===== src/rtl/mcfr_pkg.sv =====
// mcfr_pkg: shared types and constants for the motor command frame receiver.
// Used by mcfr_frame_core and motor_command_frame_receiver_unit; no dependencies.
package mcfr_pkg;

  localparam logic [7:0] HDR_FRAME   = 8'h48;  // 'H' opens a seven-byte frame
  localparam logic [7:0] HDR_STATUS  = 8'h4F;  // 'O' asks for status
  localparam int         PAYLOAD_LEN = 5;
  localparam int         IDX_W       = 3;
  localparam int         STORE_AW    = $clog2(PAYLOAD_LEN);
  localparam logic [IDX_W-1:0] IDX_IDLE   = 3'd0;
  localparam logic [IDX_W-1:0] IDX_FIRST  = 3'd1;
  localparam logic [IDX_W-1:0] LAST_INDEX = 3'd6;

  typedef enum logic [1:0] {
    KIND_OK       = 2'd0,
    KIND_CSUM_ERR = 2'd1,
    KIND_STATUS   = 2'd2
  } kind_t;

  // One step's outcome, core to top level.
  typedef struct packed {
    logic        has;
    kind_t       kind;
    logic [1:0]  motor_number;
    logic        dir_forward;
    logic        rotation_mode;
    logic [15:0] speed;
    logic [15:0] step_count;
  } result_t;

endpackage


===== src/rtl/mcfr_frame_core.sv =====
// mcfr_frame_core: frame byte counter, running checksum, payload bytes and decode.
// Depends on mcfr_pkg. State advances only on step.
module mcfr_frame_core (
  input  logic                   clk,
  input  logic                   rst,
  input  logic                   step,
  input  logic [7:0]             rx_byte,
  output mcfr_pkg::result_t      res
);

  logic [mcfr_pkg::IDX_W-1:0]    byte_index;
  logic [mcfr_pkg::IDX_W-1:0]    byte_index_next;
  logic [7:0]                    running_sum;
  logic [7:0]                    running_sum_next;
  logic [7:0]                    payload_store [mcfr_pkg::PAYLOAD_LEN];
  logic                          store_we;
  logic [mcfr_pkg::STORE_AW-1:0] store_addr;
  logic                          sum_ok;

  assign sum_ok = (running_sum == rx_byte);

  always_comb begin
    byte_index_next  = byte_index;
    running_sum_next = running_sum;
    store_we         = 1'b0;
    store_addr       = mcfr_pkg::STORE_AW'(byte_index - mcfr_pkg::IDX_FIRST);
    res              = '0;
    res.kind         = mcfr_pkg::KIND_OK;
    if (byte_index == mcfr_pkg::IDX_IDLE) begin
      if (rx_byte == mcfr_pkg::HDR_FRAME) begin
        running_sum_next = rx_byte;
        byte_index_next  = mcfr_pkg::IDX_FIRST;
      end else if (rx_byte == mcfr_pkg::HDR_STATUS) begin
        res.has  = 1'b1;
        res.kind = mcfr_pkg::KIND_STATUS;
      end
    end else if (byte_index == mcfr_pkg::LAST_INDEX) begin
      byte_index_next = mcfr_pkg::IDX_IDLE;
      res.has         = 1'b1;
      if (sum_ok) begin
        res.kind          = mcfr_pkg::KIND_OK;
        res.motor_number  = payload_store[0][7:6];
        res.dir_forward   = ~payload_store[0][5];
        res.rotation_mode = payload_store[0][4];
        res.speed         = {payload_store[2], payload_store[1]};
        res.step_count    = {payload_store[4], payload_store[3]};
      end else begin
        res.kind = mcfr_pkg::KIND_CSUM_ERR;
      end
    end else if (byte_index < mcfr_pkg::LAST_INDEX) begin
      store_we         = 1'b1;
      running_sum_next = running_sum + rx_byte;
      byte_index_next  = byte_index + mcfr_pkg::IDX_FIRST;
    end else begin
      // out-of-range index: drop back to idle, no result
      byte_index_next = mcfr_pkg::IDX_IDLE;
    end
  end

  always_ff @(posedge clk) begin
    if (rst) begin
      byte_index  <= mcfr_pkg::IDX_IDLE;
      running_sum <= '0;
    end else if (step) begin
      byte_index  <= byte_index_next;
      running_sum <= running_sum_next;
    end
  end

  // payload bytes: no reset, always written before read
  always_ff @(posedge clk) begin
    if (step && store_we) begin
      payload_store[store_addr] <= rx_byte;
    end
  end

endmodule


===== src/rtl/motor_command_frame_receiver_unit.sv =====
// motor_command_frame_receiver_unit: top level of the motor command frame receiver.
// Depends on mcfr_pkg and mcfr_frame_core.
//
//  channel | direction | handshake            | payload
//  --------+-----------+----------------------+---------------------------------------
//  in      | sink      | in_valid / in_stall  | rx_byte
//  out     | source    | out_valid / out_stall| kind, motor_number, dir_forward,
//          |           |                      | rotation_mode, speed, step_count
//
// One byte per cycle while in_stall is low; out_valid for a result rises once its byte
// has moved on from the input register and its result is loaded into the result register.
// Reset clears the byte counter, checksum and both valid flags; payload bytes are
// not reset. When the result register is full and stalled, a byte that would give
// a result waits in the input register and in_stall rises; bytes that give no
// result keep flowing.
module motor_command_frame_receiver_unit (
  input  logic        clk,
  input  logic        rst,
  // input channel
  input  logic        in_valid,
  output logic        in_stall,
  input  logic [7:0]  rx_byte,
  // output channel
  output logic        out_valid,
  input  logic        out_stall,
  output logic [1:0]  kind,
  output logic [1:0]  motor_number,
  output logic        dir_forward,
  output logic        rotation_mode,
  output logic [15:0] speed,
  output logic [15:0] step_count
);

  // input register
  logic              s1_valid;
  logic [7:0]        s1_byte;
  // result register
  mcfr_pkg::result_t out_res;

  mcfr_pkg::result_t core_res;
  logic              out_free;
  logic              s1_go;
  logic              in_take;

  // Result register can load this cycle if empty or being drained.
  assign out_free = ~out_valid | ~out_stall;
  // The held byte moves on unless it has a result with nowhere to go.
  assign s1_go    = s1_valid & (~core_res.has | out_free);
  assign in_stall = s1_valid & ~s1_go;
  assign in_take  = in_valid & ~in_stall;

  mcfr_frame_core u_core (
    .clk     (clk),
    .rst     (rst),
    .step    (s1_go),
    .rx_byte (s1_byte),
    .res     (core_res)
  );

  always_ff @(posedge clk) begin
    if (rst) begin
      s1_valid <= 1'b0;
    end else if (in_take) begin
      s1_valid <= 1'b1;
    end else if (s1_go) begin
      s1_valid <= 1'b0;
    end
  end

  always_ff @(posedge clk) begin
    if (in_take) begin
      s1_byte <= rx_byte;
    end
  end

  always_ff @(posedge clk) begin
    if (rst) begin
      out_valid <= 1'b0;
    end else if (s1_go && core_res.has) begin
      out_valid <= 1'b1;
    end else if (!out_stall) begin
      out_valid <= 1'b0;
    end
  end

  // result payload holds while stalled
  always_ff @(posedge clk) begin
    if (s1_go && core_res.has) begin
      out_res <= core_res;
    end
  end

  assign kind          = out_res.kind;
  assign motor_number  = out_res.motor_number;
  assign dir_forward   = out_res.dir_forward;
  assign rotation_mode = out_res.rotation_mode;
  assign speed         = out_res.speed;
  assign step_count    = out_res.step_count;

endmodule

===== config.mk =====
export PLATFORM = sky130hd
export DESIGN_NAME = motor_command_frame_receiver_unit
export DESIGN_NICKNAME = d
export VERILOG_FILES = /design/src/rtl/mcfr_pkg.sv /design/src/rtl/mcfr_frame_core.sv /design/src/rtl/motor_command_frame_receiver_unit.sv
export SDC_FILE = /design/constraint.sdc
export NUM_CORES = 1
export LEC_CHECK = 0
export BUFFER_PORTS_ARGS = -buffer_cell sky130_fd_sc_hd__buf_4
export CAP_MARGIN = 20
export CORE_MARGIN = 5
export CORE_UTILIZATION = 55
export CTS_CLUSTER_SIZE = 16
export DETAILED_ROUTE_END_ITERATION = 6
export PLACE_DENSITY = 0.77
export REMOVE_ABC_BUFFERS = 1
export SKIP_LAST_GASP = 1
export SYNTH_ARGS = -nofsm -noshare
export SYNTH_HDL_FRONTEND = slang
export SYNTH_HIERARCHICAL = 1
export SYNTH_SLANG_ARGS = --single-unit

===== constraint.sdc =====
create_clock -name clk -period 9.2 [get_ports clk]
set_clock_uncertainty 0.15 [all_clocks]
set_input_delay 1.84 -clock clk [delete_from_list [all_inputs] [get_ports clk]]
set_output_delay 1.84 -clock clk [all_outputs]
set_load 0.02 [all_outputs]

-- Yosys cells after proc, flatten, opt, wreduce, memory -nomap -nowiden
Memory sizes are Yosys's and may differ from the RTL's.
Cells that the tools add are included.
W data, S select, Z words.
- flip-flop bits (word level): 59
- RAM bits: 40
- logic and storage cells: 67
- memories: 1
- memories (name ; depth ; width ; read ports ; clocked after memory_dff ; wr ports ; line ; text):
    u_core.payload_store ; 5 ; 8 ; 5 ; 0 ; 1 ; mcfr_frame_core.sv:15 ; logic [7:0] payload_store [mcfr_pkg::PAYLOAD_LEN];
- add/sub/neg operators: 3
- $lt $le $gt $ge: 1
- equality and inequality tests: 7
- muxes and demuxes: 23
- bitwise logic cells: 13
- reduce and logical (&&, ||, !) cells: 8
- operators by type and width (kind ; number):
    $mux W39 ; 1
    $mux W36 ; 1
    $mux W8 ; 4
    $mux W3 ; 7
    $eq A8 B7 Y1 const B ; 2
    $mux W1 ; 10
    $add A8 B8 Y8 ; 1
    $eq A8 B8 Y1 ; 1
    $not A1 Y1 ; 8
    $ne A2 B1 Y1 const B ; 2
    $reduce_and A4 Y1 ; 1
    $reduce_bool A2 Y1 ; 2
    $add A3 B1 Y3 const B ; 1
    $and A1 B1 Y1 ; 3
    $eq A3 B3 Y1 const B ; 1
    $logic_not A3 Y1 ; 1
    $lt A3 B3 Y1 const B ; 1
    $reduce_or A3 Y1 ; 1
    $sub A3 B1 Y3 const B ; 1
    $logic_and A1 B1 Y1 ; 2
    $ne A2 B2 Y1 const B ; 1
    $or A1 B1 Y1 ; 2
    $reduce_and A2 Y1 ; 1

-- Longest topological paths before layout
Gate-level depths: netlist of run 1.
An unclocked memory read counts as a cell.
- depth in word-level cells: 13
- gate-level depth with buffers: 10
- mapped depth without buffers: 9

-- Modules after synthesis
Netlist of run 1, hierarchy kept.
- modules (own cells, without submodules) (module ; times used ; cells an instance ; area each (um2) ; sequential area each (um2)):
    mcfr_frame_core ; 1 ; 198 ; 2362.3 ; 1301.2
    motor_command_frame_receiver_unit ; 1 ; 59 ; 1473.9 ; 1421.4

-- Least setup slack after synthesis of run 1
OpenSTA, ideal clock, no wires.
- kind: in2reg
- start point: input out_stall
- end point: register out_res, in the netlist dir_forward (enable)
- data arrival time: 3731 ps
- data required time: 8604 ps
- path slack: 4873 ps
- cell stages on the path: 1
- path through: a21oi_1
- longest elaborated chain between the ends: 5
- ends and longest elaborated chain (item ; line ; text):
    start, declared ; motor_command_frame_receiver_unit.sv:25 ; input logic out_stall,
    $not A1 Y1 ; motor_command_frame_receiver_unit.sv:46 ; assign out_free = ~out_valid | ~out_stall;
    $or A1 B1 Y1 ; motor_command_frame_receiver_unit.sv:46 ;
    $or A1 B1 Y1 ; motor_command_frame_receiver_unit.sv:48 ; assign s1_go = s1_valid & (~core_res.has | out_free);
    $and A1 B1 Y1 ; motor_command_frame_receiver_unit.sv:48 ;
    $logic_and A1 B1 Y1 ; motor_command_frame_receiver_unit.sv:88 ; if (s1_go && core_res.has) begin
    end signal, assigned ; motor_command_frame_receiver_unit.sv:89 ; out_res <= core_res;
    end, declared ; motor_command_frame_receiver_unit.sv:38 ; mcfr_pkg::result_t out_res;
No other way between the ends.
A chain may end at the register's enable or synchronous reset.

-- Final worst setup path of run 1
- start point: input out_stall
- end point: output in_stall
- longest elaborated chain between the ends: 6
- ends and longest elaborated chain (item ; line ; text):
    $not A1 Y1 ; motor_command_frame_receiver_unit.sv:46 ;
    $or A1 B1 Y1 ; motor_command_frame_receiver_unit.sv:46 ;
    $or A1 B1 Y1 ; motor_command_frame_receiver_unit.sv:48 ;
    $and A1 B1 Y1 ; motor_command_frame_receiver_unit.sv:48 ;
    $not A1 Y1 ; motor_command_frame_receiver_unit.sv:49 ; assign in_stall = s1_valid & ~s1_go;
    $and A1 B1 Y1 ; motor_command_frame_receiver_unit.sv:49 ;
    end, declared ; motor_command_frame_receiver_unit.sv:21 ; output logic in_stall,
No other way between the ends.

==> results of run 1 <==
## critical path: stages
cell	delay (ns)
buf_4	0.11
nand4_1	0.14
inv_1	0.09
buf_4	0.13
## final cells by class
type / count / area [um^2]
clock buffers: 10 / 128
clock inverters: 6 / 36.3
fillers: 491 / 2290
repair buffers: 55 / 420
inverters: 10 / 37.5
well taps: 96 / 120
multi-input cells: 146 / 1040
flip-flops and latches: 95 / 2720
## power groups by stage
stage	Clock, mW	Sequential (mW)	Combinational [mW]
2_1_floorplan	0	0.483	0.0103
3_3_place_gp	0	0.487	0.0166
3_5_place_dp	0	0.487	0.0171
4_1_cts	0.239	0.477	0.0172
5_1_grt	0.259	0.478	0.0190
6_report	0.234	0.477	0.0172
## state kept, by name, summed over array words and instances, names as in the netlist
| signal | count |
|---|---|
| s1_byte | 8 |
| dir_forward | 1 |
| kind | 2 |
| step_count | 16 |
| s1_valid | 1 |
| speed | 16 |
| rotation_mode | 1 |
| u_core/byte_index | 3 |
| u_core/running_sum | 8 |
| u_core/payload_store | 36 |
| motor_number | 2 |
| out_valid | 1 |
## cells in the final DEF (no fill, tap or decap), drive strengths merged, types with 2 or more instances in the layout
| cell | netlist | layout |
|---|---|---|
| nor2b | 4 | 4 |
| nand2 | 13 | 13 |
| inv | 10 | 11 |
| nor2 | 14 | 14 |
| dfxtp | 13 | 13 |
| a21o | 2 | 2 |
| clkinvlp | 0 | 2 |
| a21oi | 9 | 9 |
| ha | 11 | 11 |
| nor4 | 2 | 2 |
| o21a | 2 | 2 |
| nand3 | 3 | 3 |
| xnor2 | 3 | 3 |
| a311o | 2 | 2 |
| clkinv | 0 | 3 |
| and2 | 36 | 36 |
| a211oi | 3 | 3 |
| a31oi | 2 | 2 |
| nor4b | 3 | 3 |
| o31ai | 2 | 2 |
| nor3 | 10 | 10 |
| buf | 5 | 54 |
| a32oi | 4 | 4 |
| o21ai | 6 | 6 |
| edfxtp | 82 | 82 |
| clkbuf | 1 | 11 |
## logic make-up after synthesis
| family | Yosys count |
|---|---|
| flip-flops | 95 |
| AO/OA/AOI/OAI | 39 |
| buffers and inverters | 16 |
| XOR/XNOR | 4 |
| AND/OR/NAND/NOR | 91 |
| adder cells (fa/ha/maj) | 12 |
## final timing paths
| check | from | to | slack (ns) | depth (start not counted) |
|---|---|---|---|---|
| max reg2reg | u_core/byte_index[0] | u_core/payload_store[3][2] | 5.23 | 7 |
| max | out_stall | in_stall | 4.89 | 4 |
| min reg2reg | u_core/running_sum[4] | u_core/running_sum[4] | 0.35 | 2 |
| min | u_core/running_sum[4] | u_core/running_sum[4] | 0.35 | 2 |
## layer usage
layer / global-route usage [%] / wire [um]
met5: 0 / 0
met3: 4.59 / 485
met2: 25.4 / 3110
met4: 7.69 / 172
met1: 20.1 / 2820
## metrics by stage
stage | hold slack, ns | area [um^2]
2_1_floorplan | 0.308 | 3790
3_3_place_gp | 0.323 | 4300
3_5_place_dp | 0.347 | 4300
4_1_cts | 0.357 | 4470
5_1_grt | 0.392 | 4500
6_report | 0.353 | 4500
==> flow_summary.json, run 1 <==
{
  "place.gp.congestion": 0.873,
  "cts.htree.levels": 3,
  "setup_viol": 0,
  "synth_mux_area_share_pct": 0,
  "min_period_ns": 4.31,
  "synth.most_common_cell": "edfxtp_1",
  "syn2layout_area_growth_pct": 17.4,
  "nNetsFinal": 341,
  "path_class": "in -> out",
  "fp.dieArea_um2": 8750,
  "cts_root_buffer": "clkbuf_8",
  "vias_per_cell": 5.36,
  "synth_top_family_by_area": "simple AND/OR/NAND/NOR gates",
  "fp.dieW_um": 93.5,
  "slew_headroom_pct": 31.7,
  "antenna_found_initial": 0,
  "hold_violations": 0,
  "ys.flop_type": "edfxtp_1",
  "sw_frac_of_total_pct": 21.2,
  "antenna_cells": 0,
  "cp.arrival_ns": 2.32,
  "port_buffers": 51,
  "syn_area_per_cell_um2": 14.9,
  "syn_area_um2": 3840,
  "status": "finished clean",
  "clkPwrFrac_pct": 32.1,
  "firstDrtPassIters": 5,
  "cts_hold_buf": 0,
  "synth-simple-area-share_pct": 14.4,
  "p_comb_share_pct": 2.4,
  "drive_gt1_share_pct": 24.2,
  "ys_warn_count": 6,
  "ctsResizeCount": 0,
  "internal_power_uw": 574,
  "power.total_uw": 728,
  "cp_max_fo": 4,
  "grt_max_degree": 39,
  "synthXorXnorAreaFrac_pct": 0.913,
  "initial_core_util_pct": 56.5,
  "place_inst": 398,
  "fp.dieH_um": 93.5,
  "grt_usage_pct": 16.0,
  "clockBufferDepth": 2,
  "postRouteAntennaNets": 0,
  "synthAdderAreaFrac_pct": 4.11,
  "synth_compound_area_share_pct": 7.40,
  "start_kind": "primary input",
  "cts_setup_buffers": 0,
  "synth-seq-area-share_pct": 71.0,
  "drt_drc_violations_left": 0,
  "cp-end-kind": "output pin",
  "setup_ws_ns": 4.89,
  "drv_cap": 0,
  "path_clk_slew_ns": 0.08,
  "async_flop_share_pct": 0,
  "numCtsBuffers": 9,
  "clock-sinks": 95,
  "seq_power_share_pct": 65.5,
  "hp-class": "reg -> reg",
  "grt_pass1_vias": 2200,
  "synthTopCellsByCount": "82 x edfxtp_1, 36 x and2_1, 14 x nor2_1, 13 x dfxtp_1, 13 x nand2_1",
  "cts_tree": "done",
  "max_slew.worst_pin.slew_ns": 1.02,
  "clkLatencyLatePin_ns": 0.35,
  "fin_crit_sh_pct": 46.9,
  "rsz0062_at_grt": "no",
  "synth_top_area_cell": "edfxtp_1",
  "ir_drop_uv": 101,
  "ys_seq_elements": 95,
  "wl_um": 6590,
  "core_um2": 6790,
  "pre_cts_ws_ns": 4.60,
  "yosys-top-cells-area": "edfxtp_1 64%, dfxtp_1 6.8%, and2_1 5.9%",
  "instances_no_fill": 418,
  "synth_edf_count": 82,
  "hpwl_um": 4540,
  "wl_per_cell_um": 15.8,
  "final_core_util_pct": 66.3,
  "syn_inst": 257,
  "synth.distinct_cells": 45,
  "via_count": 2241,
  "drt_iter0_markers": 103,
  "cellLeakagePower_nw": 1.74,
  "grt-ovfl-total": 0,
  "synth_top_area_share_pct": 64.2,
  "drv_slew": 0,
  "grt_pass1_wl_um": 10600,
  "num_rows": 30,
  "power_density_nw_per_um2": 162,
  "fmax_ghz": 0.232,
  "switching_power_uw": 155,
  "critical_path_required_ns": 7.21,
  "ios": 52,
  "final.setup.tns_ns": 0
}
No activity file was read; power rests on OpenSTA's default activity.
==> inputs of run 2 (changes only) <==
- ABC_AREA: unset -> 1
- PLACE_DENSITY: 0.77 -> 0.76
- clock period: 9.2 -> 4.22 ns (I/O delays scaled with it)
==> run 2 against run 1 <==
  * Count of clock-buffer cells in the layout is 1 lower
  * Die area is 3.9% higher
  * Synthesized cell count grew 39%
  * Synthesized area is 4.4% higher
  * Sequential share of layout area is 1.9 points lower
  * Design area increased by 3.3%
  * Critical path type is now reg -> reg
  * Largest power group unchanged
==> flow_summary.json, run 2 <==
{
  "status": "finished clean",
  "grt_pass1_vias": 2562,
  "antenna_cells": 0,
  "top_register": "u_core/payload_store",
  "hpwl_um": 5010,
  "instances_no_fill": 517,
  "critical_path_required_ns": 4.05,
  "rsz0062_at_grt": "no",
  "fin_crit_sh_pct": 76.2,
  "numCtsBuffers": 9,
  "firstDrtPassIters": 5,
  "reg2reg_to": "u_core/payload_store[1][2]",
  "port_buffers": 51,
  "place.gp.congestion": 0.843,
  "final_core_util_pct": 64.8,
  "slew_headroom_pct": 26.6,
  "cp-startpoint": "u_core/byte_index[0]",
  "wl_per_cell_um": 13.8,
  "antenna_found_initial": 0,
  "setup_viol": 0,
  "drt_iter0_markers": 117,
  "synth.distinct_cells": 33,
  "num_rows": 31,
  "final.setup.tns_ns": 0,
  "synthTopCellsByCount": "91 x nand2_1, 82 x edfxtp_1, 51 x nor2_1, 38 x inv_1, 13 x dfxtp_1",
  "hp-start": "u_core/running_sum[5]",
  "rrSetupSlack_ns": 1.01,
  "fp.dieArea_um2": 9090,
  "synth-seq-area-share_pct": 68.0,
  "async_flop_share_pct": 0,
  "power.total_mw": 1.63,
  "synth_edf_count": 82,
  "synth_top_area_share_pct": 61.5,
  "fp.dieH_um": 95.3,
  "ir_drop_uv": 145,
  "min_period_ns": 3.21,
  "worst-r2r-cell-count": 11,
  "hold_violations": 0,
  "cp-end-kind": "flop",
  "r2r-start": "u_core/byte_index[0]",
  "vias_per_cell": 5.03,
  "syn_inst": 357,
  "largest_reg_flops": 36,
  "cts_hold_buf": 0,
  "synth_top_area_cell": "edfxtp_1",
  "ys.flop_type": "edfxtp_1",
  "grt_max_degree": 39,
  "path_clk_slew_ns": 0.09,
  "syn2layout_area_growth_pct": 16.2,
  "nNetsFinal": 438,
  "drive_gt1_share_pct": 20.3,
  "place_inst": 502,
  "syn_area_per_cell_um2": 11.2,
  "wl_um": 7130,
  "syn_area_um2": 4010,
  "fp.dieW_um": 95.3,
  "cp_max_fo": 15,
  "drt_drc_violations_left": 0,
  "power_density_nw_per_um2": 350,
  "fmax_ghz": 0.311,
  "drv_cap": 0,
  "ios": 52,
  "ys_seq_elements": 95,
  "yosys-top-cells-area": "edfxtp_1 61%, nand2_1 8.5%, dfxtp_1 6.5%",
  "core_um2": 7180,
  "via_count": 2598,
  "final_common_cell": "nand2_1",
  "clockBufferDepth": 2,
  "drv_slew": 0,
  "synth.most_common_cell": "nand2_1",
  "grt_pass1_wl_um": 11800,
  "holdPathStages": 2,
  "start_kind": "flop",
  "cts_setup_buffers": 0,
  "ys_warn_count": 6,
  "ctsResizeCount": 0,
  "cts.htree.levels": 3,
  "cts_root_buffer": "clkbuf_8",
  "cts_tree": "done",
  "cellLeakagePower_nw": 1.61,
  "grt-ovfl-total": 0,
  "max_slew.worst_pin.slew_ns": 1.09,
  "cp.arrival_ns": 3.04,
  "path_class": "reg -> reg",
  "setup_ws_ns": 1.01,
  "final_cell_mix": "91 x nand2_1, 82 x edfxtp_1, 54 x buf_4, 51 x nor2_1, 38 x inv_1",
  "hold_end": "u_core/running_sum[5]",
  "pre_cts_ws_ns": 1.01,
  "hp-class": "reg -> reg",
  "postRouteAntennaNets": 0,
  "initial_core_util_pct": 55.8,
  "grt_usage_pct": 17.3,
  "clkLatencyLatePin_ns": 0.36,
  "clock-sinks": 95,
  "nFillCells": 542
}
[run 2: changes by cell type after synthesis, sizes merged, moves of 4 or more]
cell	change
nand3	+10
a21oi	+4
nor2b	-4
a32oi	-4
nand2	+80
o21ai	+6
and2	-36
inv	+31
nor2	+38
[run 2: cell type report]
class	count	area (um^2)	share of cell area (%)
timing repair buffer	54	405	8.71
clock buffer	9	124	2.66
tap	99	124	2.66
multi-input combinational	211	1050	22.6
clock inverter	6	53.8	1.16
inverter	43	169	3.63
sequential	95	2720	58.5
[run 2: cell families after synthesis]
group / Yosys count / synth area share (%)
AND/OR/NAND/NOR: 170 / 17.9
XOR/XNOR: 2 / 0.437
AO/OA/AOI/OAI: 27 / 4.00
buffers and inverters: 51 / 5.72
flip-flops: 95 / 68.0
adder cells (fa/ha/maj): 12 / 3.94
[run 2: power by group]
part / total, mW / internal, mW / switching [mW] / leakage (nW)
Combinational: 0.0486 / 0.0197 / 0.0289 / 0.749
Sequential: 1.04 / 1.02 / 0.0129 / 0.776
Clock: 0.546 / 0.221 / 0.325 / 0.0818
[run 2: metrics by stage]
stage	area, um^2	hold slack, ns
finish	4650	0.328
floorplan	3950	0.293
global placement	4470	0.311
detailed placement	4470	0.318
CTS	4650	0.332
global route	4650	0.367
[run 2: worst max path at each step]
stage	cells after the start	slack, ns	end
2_1_floorplan	11	1.47	u_core/payload_store[4][0]
3_3_place_gp	11	1.19	u_core/payload_store[1][0]
3_5_place_dp	11	1.01	u_core/payload_store[1][3]
4_1_cts	11	0.99	u_core/payload_store[1][2]
5_1_grt	11	0.73	u_core/payload_store[1][2]
6_report	11	1.01	u_core/payload_store[1][2]
[run 2: per-layer routing]
metal  vias to the layer above  share of wire, %  global-route usage [%]
met5                         -                 0                       0
met4                         0               2.4                    8.17
met3                        14               5.6                    4.10
met2                        75                50                    28.2
met1                      1220                43                    22.0
li1                       1289                 -                       -
[run 2: worst max-delay path, cell delays in order (launching register included)]
cell     delay, ns
dfxtp_1       0.43
inv_1         0.14
ha_1          0.25
nand2_4       0.17
o21ai_0       0.21
nand3_1       0.13
nand2_1       0.05
inv_1         0.14
inv_1         0.09
nor2_4        0.16
inv_1         0.07
nor3_1        0.83
